### config.mk
export PLATFORM = sky130hd
export DESIGN_NAME = tfg_front
export DESIGN_NICKNAME = d
export VERILOG_FILES = /design/src/rtl/tfg_pkg.sv /design/src/rtl/tfg_front.sv
export SDC_FILE = /design/constraint.sdc
export NUM_CORES = 2
export LEC_CHECK = 0
export BUFFER_PORTS_ARGS = -buffer_cell sky130_fd_sc_hd__clkbuf_2
export CAP_MARGIN = 20
export CORE_UTILIZATION = 25
export DETAILED_ROUTE_END_ITERATION = 7
export PLACE_DENSITY_LB_ADDON = 0.3
export SYNTH_ARGS = -nofsm -noshare
export SYNTH_HDL_FRONTEND = slang
export SYNTH_SLANG_ARGS = --single-unit
### constraint.sdc
create_clock -name clk -period 14.1 [get_ports clk]
set_input_delay 1.41 -clock clk [delete_from_list [all_inputs] [get_ports clk]]
set_output_delay 1.41 -clock clk [all_outputs]
set_load 0.01 [all_outputs]
### src/rtl/tfg_pkg.sv
package tfg_pkg;

  localparam int FRAC_BITS = 16;
  localparam int FQ_DEPTH  = 4;
  localparam int SQRT_STG  = 64;
  localparam int DIV_STG   = 31;
  localparam int PRE_STG   = 7;
  localparam int POST_STG  = 4;
  localparam int NUM_STG   = PRE_STG + SQRT_STG + DIV_STG + POST_STG;
  localparam int DIV3_SH   = 35;
  localparam logic [33:0] DIV3_K = 34'h2AAAAAAAB;
  localparam logic [65:0] Q30_RND = 66'h3FFFFFFF;

  typedef struct packed {
    logic signed [31:0] a_x;
    logic signed [31:0] a_y;
    logic signed [31:0] a_z;
    logic signed [31:0] b_x;
    logic signed [31:0] b_y;
    logic signed [31:0] b_z;
    logic signed [31:0] c_x;
    logic signed [31:0] c_y;
    logic signed [31:0] c_z;
    logic signed [31:0] d_x;
    logic signed [31:0] d_y;
    logic signed [31:0] d_z;
  } face_t;

  typedef struct packed {
    logic signed [31:0] center_x;
    logic signed [31:0] center_y;
    logic signed [31:0] center_z;
    logic signed [31:0] unit_nx;
    logic signed [31:0] unit_ny;
    logic signed [31:0] unit_nz;
    logic signed [31:0] plane_distance;
    logic [47:0]        face_area;
    logic               degenerate;
  } geom_t;

  typedef struct packed {
    logic [2:0][31:0] a;
    logic [2:0][32:0] u;
    logic [2:0][32:0] v;
    logic [2:0][33:0] s;
    logic [2:0][33:0] wmag;
    logic [2:0]       wneg;
  } fe_t;

  typedef struct packed {
    logic [2:0][31:0] center;
    logic [2:0][63:0] m;
    logic [2:0]       sgn;
    logic             big;
    logic             degen;
    logic [2:0][31:0] a;
  } tag_t;

endpackage

### src/rtl/tfg_front.sv
module tfg_front (
  input  logic           clk,
  input  logic           rst,
  input  logic           push,
  output logic           full,
  input  tfg_pkg::face_t face,
  output logic           fvalid,
  input  logic           fpop,
  output tfg_pkg::fe_t   fdata
);
  import tfg_pkg::*;

  localparam int AW = $clog2(FQ_DEPTH);
  localparam int CW = $clog2(FQ_DEPTH + 1);

  fe_t           qmem [FQ_DEPTH];
  logic [AW-1:0] wp;
  logic [AW-1:0] rp;
  logic [CW-1:0] cnt;
  fe_t           ent;
  logic          wr;
  logic          rd;
  logic [31:0]   av [3];
  logic [31:0]   bv [3];
  logic [31:0]   cv [3];
  logic [31:0]   dv [3];
  logic [34:0]   w  [3];

  assign av = '{face.a_x, face.a_y, face.a_z};
  assign bv = '{face.b_x, face.b_y, face.b_z};
  assign cv = '{face.c_x, face.c_y, face.c_z};
  assign dv = '{face.d_x, face.d_y, face.d_z};

  always_comb begin
    ent = '0;
    for (int i = 0; i < 3; i++) begin
      ent.a[i] = av[i];
      ent.u[i] = {bv[i][31], bv[i]} - {av[i][31], av[i]};
      ent.v[i] = {cv[i][31], cv[i]} - {av[i][31], av[i]};
      ent.s[i] = {{2{av[i][31]}}, av[i]} + {{2{bv[i][31]}}, bv[i]}
               + {{2{cv[i][31]}}, cv[i]};
      w[i] = {ent.s[i][33], ent.s[i]} - {{2{dv[i][31]}}, dv[i], 1'b0}
           - {{3{dv[i][31]}}, dv[i]};
      ent.wneg[i] = w[i][34];
      ent.wmag[i] = w[i][34] ? 34'(-w[i]) : w[i][33:0];
    end
  end

  assign full   = (cnt == CW'(FQ_DEPTH));
  assign fvalid = (cnt != '0);
  assign fdata  = qmem[rp];
  assign wr     = push && !full;
  assign rd     = fpop && fvalid;

  always_ff @(posedge clk) begin
    if (wr) begin
      qmem[wp] <= ent;
    end
  end

  always_ff @(posedge clk) begin
    if (rst) begin
      wp  <= '0;
      rp  <= '0;
      cnt <= '0;
    end else begin
      if (wr) begin
        wp <= wp + 1'b1;
      end
      if (rd) begin
        rp <= rp + 1'b1;
      end
      cnt <= cnt + CW'(wr) - CW'(rd);
    end
  end

endmodule

# Yosys cells after proc, flatten, opt, wreduce, memory -nomap -nowiden
# Memories as Yosys holds them, arrays and structs flattened. A register that Yosys moved wholly into a read port is not among the register bits.
# Index checks and enable logic that the tools add are counted.
[op_classes]
add_sub_neg = 25
n_eq_ne = 1
n_mux = 7
n_reduce_logical = 4
[ops]
columns = ["op", "count"]
rows = [
  ["subtractor 32 x 32 -> 33 bit", 6],
  ["subtractor 34 x 33 -> 35 bit", 3],
  ["subtractor 35 bit", 3],
  ["adder 33 x 32 -> 34 bit", 3],
  ["two-way mux 34 bit", 3],
  ["negation 34 bit", 3],
  ["adder 32 x 32 -> 33 bit", 3],
  ["adder 2 x 1 -> 2 bit, second input constant", 2],
  ["two-way mux 2 bit", 2],
  ["adder 3 x 1 -> 3 bit", 1],
  ["equality test 3 bit, second input constant", 1],
  ["nonzero test 3 bit", 1],
  ["subtractor 3 x 1 -> 3 bit", 1],
  ["logical AND 1 bit", 2],
  ["two-way mux 1 bit", 2],
  ["logical NOT 1 bit", 1],
]
[totals]
ff_bits = 7
ramBits = 2004
in_bits = 388
out_inout_bits = 503
elab_cells = 41
mem_count = 1
[mem_list]
columns = ["memory", "words", "width", "rd", "rd_clocked_by_memory_dff", "wr", "line", "source"]
rows = [
  ["qmem", 4, 501, 1, 1, 1, "tfg_front.sv:16", "fe_t qmem [FQ_DEPTH];"],
]

# Logic depth before layout (Yosys ltp)
[logic_depth]
depth_word = 6
depth_mapped = 34
mapped_depth_nobuf = 33

# Worst setup path after synthesis
# OpenSTA, ideal clock, no wires.
[synth_path]
path_kind = "input to register"
from = "input port push"
to = "memory qmem[1][0] (netlist name) (enable)"
setup_time_ns = 0.931
t_arrival_ns = 13.100
required_time_ns = 13.169
path_slack_ns = 0.069
path_stages = 3
n_path_buf = 1
path_cell_list = "nor2b_1 clkbuf_1 and2_1"
[synth_via]
elab_chain_cells = 3
[synth_rtl]
columns = ["item", "line", "source"]
rows = [
  ["start: declaration", "tfg_front.sv:4", "input logic push,"],
  ["logical AND 1 bit", "tfg_front.sv:52", "assign wr = push && !full;"],
  ["two-way mux 1 bit", "tfg_front.sv:56", "if (wr) begin"],
  ["two-way mux 1 bit (implied by the code)", "tfg_front.sv:57", "qmem[wp] <= ent;"],
  ["end: declaration", "tfg_front.sv:16", ""],
]
# No other way between the ends.

==> impl_metrics.toml <==
[timing]
setup_viol = 0
drv_slew = 0
rsz0062_at_grt = "no"
setup-tns-final_ps = 0
finalCritPeriodShare_pct = 65.38
clock_skew_ps = 79.14
max_freq_mhz = 108.5
hold_violations = 0
worstMarginPinSlew_ps = 1078
period_needed_ps = 9218
fin_ws_ps = 4882
slew_headroom_pct = 27.00

[power]
p_switching_mw = 9.516
power_frac_seq_pct = 35.2
cellLeakagePower_nw = 40.94
power.internal_mw = 16.02
p_total_mw = 25.54
p_per_area_nw_per_um2 = 220.0
clockPowerShare_pct = 23.3
swShare_pct = 37.26
p_comb_share_pct = 41.5
vdd_drop_max_v = 0.0001195

[routing]
antenna_left = 0
firstDrtPassIters = 8
wl_per_cell_um = 24.49
wl_met1_mm = 120.8
drt_iter0_drc = 4443
drc_errors = 240
met3_length_mm = 18.33
wirelength_mm = 304.7
num_vias = 57700
top_layer_used = "met5"
viasPerCell = 4.638
route.met2.wl_mm = 154.0

[clocking]
htreeDepth = 4
cts.sinks = 2013
path_clk_slew_ps = 60
worstSkewPairLatency_ps = 910
cts_root_buffer = "clkbuf_16"
cts_buffers = 229
cts_hold_buf = 0
cts_tree = "done"
clockBufferDepth = 4
postCtsSetupBuffers = 0
cts-resized-gates = 0

[worst_hold_path]
min_path_type = "register to register"

[yosys]
synth_nets = 7004
synth-edff-count = 2004
synth.distinct_cells = 98
ys.warnings.count = 0
ys.flop_type = "edfxtp_1"
synth_top_cells_by_area = "edfxtp_1 (62%), mux4_2 (12%), ha_1 (5.2%)"
avgSynthCellArea_um2 = 16.22
synth.cell_area_um2 = 97570
ys_seq_area_share_pct = 61.86
netlist_instances = 6015
async_flop_share_pct = 0
synth_top_cell_area_share_pct = 61.67
yosys.area.top_type = "edfxtp_1"
ys_seq_elements = 2013

[floorplanning]
die_h_um = 626.7
initial_utilization_pct = 25.09
coreArea_um2 = 388800
core.rowCount = 229
die_width_um = 626.7
io_pins = 891
dieArea_um2 = 392800

[worst_setup_path]
critical_path_required_ps = 14750
cpMaxStageDelayCell = "a31oi_2"
crit_path_start_kind = "primary input"
crit_type = "primary input to register"
end_kind = "register"
path_max_fanout = 29
cp.arrival_ps = 9870
worst_path_most_repeated_cell = "o21ai_0"
max_stage_delay_ps = 820

[layout]
nNetsFinal = 8023
layout_commonest_cell = "edfxtp_1"
final_layout_size_suffix_gt1_share_pct = 25.63
area_growth_pct = 19.00
final_cell_mix = "edfxtp_1 (2004), clkbuf_2 (890), mux4_2 (501)"
stdcell_count = 12440

[global_routing]
grt_pass1_wl_mm = 429.6
grtUsageTotal_pct = 15.03
gr-total-overflow = 0
grt_max_degree = 119
antenna_found_initial = 56
grt_pass1_vias = 58720

[place]
place_ws_ps = 4005
gp_congestion = 0.8970
dp_cells = 12000
dp_hpwl_mm = 224.7
io_buffers = 890

[status]
status = "finished with violations"
violations = "design-rule violations"

[run]
cap_viol_max_count = 0
[metrics by stage]
stage          area, um^2  hold slack [ps]  util (%)
2_1_floorplan       97570            484.7         -
5_1_grt            116100            572.0     29.85
4_1_cts            116000            551.4     29.84
3_3_place_gp       108500            501.7     27.92
3_5_place_dp       108500            534.6     27.92
6_report           116100            549.3     29.86
[flip-flops by register name (all words and copies together), names as in the netlist, named ones only]
signal / count
rp: 2
cnt: 3
qmem: 2004
wp: 2
[synthesized netlist by cell type (all sizes together) (6+ instances only)]
| master | count |
|---|---|
| ha | 402 |
| o41ai | 10 |
| a21oi | 338 |
| nand2b | 55 |
| and3 | 34 |
| or3 | 28 |
| nor2b | 69 |
| a21o | 147 |
| nand3 | 78 |
| a31oi | 35 |
| and4 | 8 |
| nor3b | 9 |
| clkbuf | 79 |
| o21bai | 36 |
| fa | 199 |
| buf | 79 |
| nor4 | 14 |
| o211ai | 21 |
| o22ai | 11 |
| xor2 | 136 |
| nor3 | 54 |
| xnor2 | 285 |
| o2111ai | 6 |
| or2 | 18 |
| nand2 | 207 |
| edfxtp | 2004 |
| o31ai | 28 |
| nor2 | 250 |
| o31a | 8 |
| dfxtp | 9 |
| o21a | 62 |
| inv | 351 |
| a211o | 11 |
| a211oi | 22 |
| a21boi | 23 |
| a2111oi | 7 |
| and2 | 27 |
| a31o | 9 |
| mux4 | 501 |
| nand4 | 39 |
| o21ai | 229 |
[critical path, delay by kind of cell]
kind	cells	cell delay (ps)
AND/OR/NAND/NOR	4	360
AO/OA/AOI/OAI	15	4370
buffers and inverters	5	1010
XOR/XNOR	2	810
adder cells (fa/ha/maj)	5	1880
[power by group through the flow]
stage / sequential [mW] / combinational [mW] / clock [mW]
global placement: 9.06 / 10.6 / 0
detailed placement: 9.12 / 10.8 / 0
CTS: 9.00 / 10.8 / 6.12
global route: 9.07 / 11.5 / 6.32
floorplan: 9.39 / 6.71 / 0
finish: 8.99 / 10.6 / 5.95
[path summary, 6_finish.rpt]
check / start / endpoint / slack [ps] / depth (start not counted)
min: rp[0] / rp[0] / 550 / 2
max reg2reg: cnt[1] / qmem[2][91] / 9500 / 6
max: face[289] / qmem[3][94] / 4880 / 31
min reg2reg: rp[0] / rp[0] / 550 / 2
[cell families after synthesis]
family	after synthesis	share of synthesized area, %
mux	506	11.62
xor+xnor	421	3.779
buf+inv	510	1.981
flops	2013	61.86
compound gates	1057	6.927
fa+ha+maj	601	9.238
simple gates	907	4.598
[metal layers]
metal	up-vias	global-route usage [%]
li1	25630	-
met1	29860	18.16
met2	1719	26.48
met3	450	3.115
met4	36	5.103
met5	-	0
[final cells by class]
| class | instances | area, um^2 |
|---|---|---|
| clock buffer | 271 | 5931 |
| inverter | 352 | 1321 |
| timing repair buffer | 946 | 5087 |
| fill | 38710 | 272700 |
| sequential | 2013 | 60370 |
| clock inverter | 145 | 1545 |
| multi-input combinational | 3492 | 35300 |
| antenna | 25 | 62.56 |
| tap | 5197 | 6502 |
Power figures use the tool's default switching activity.
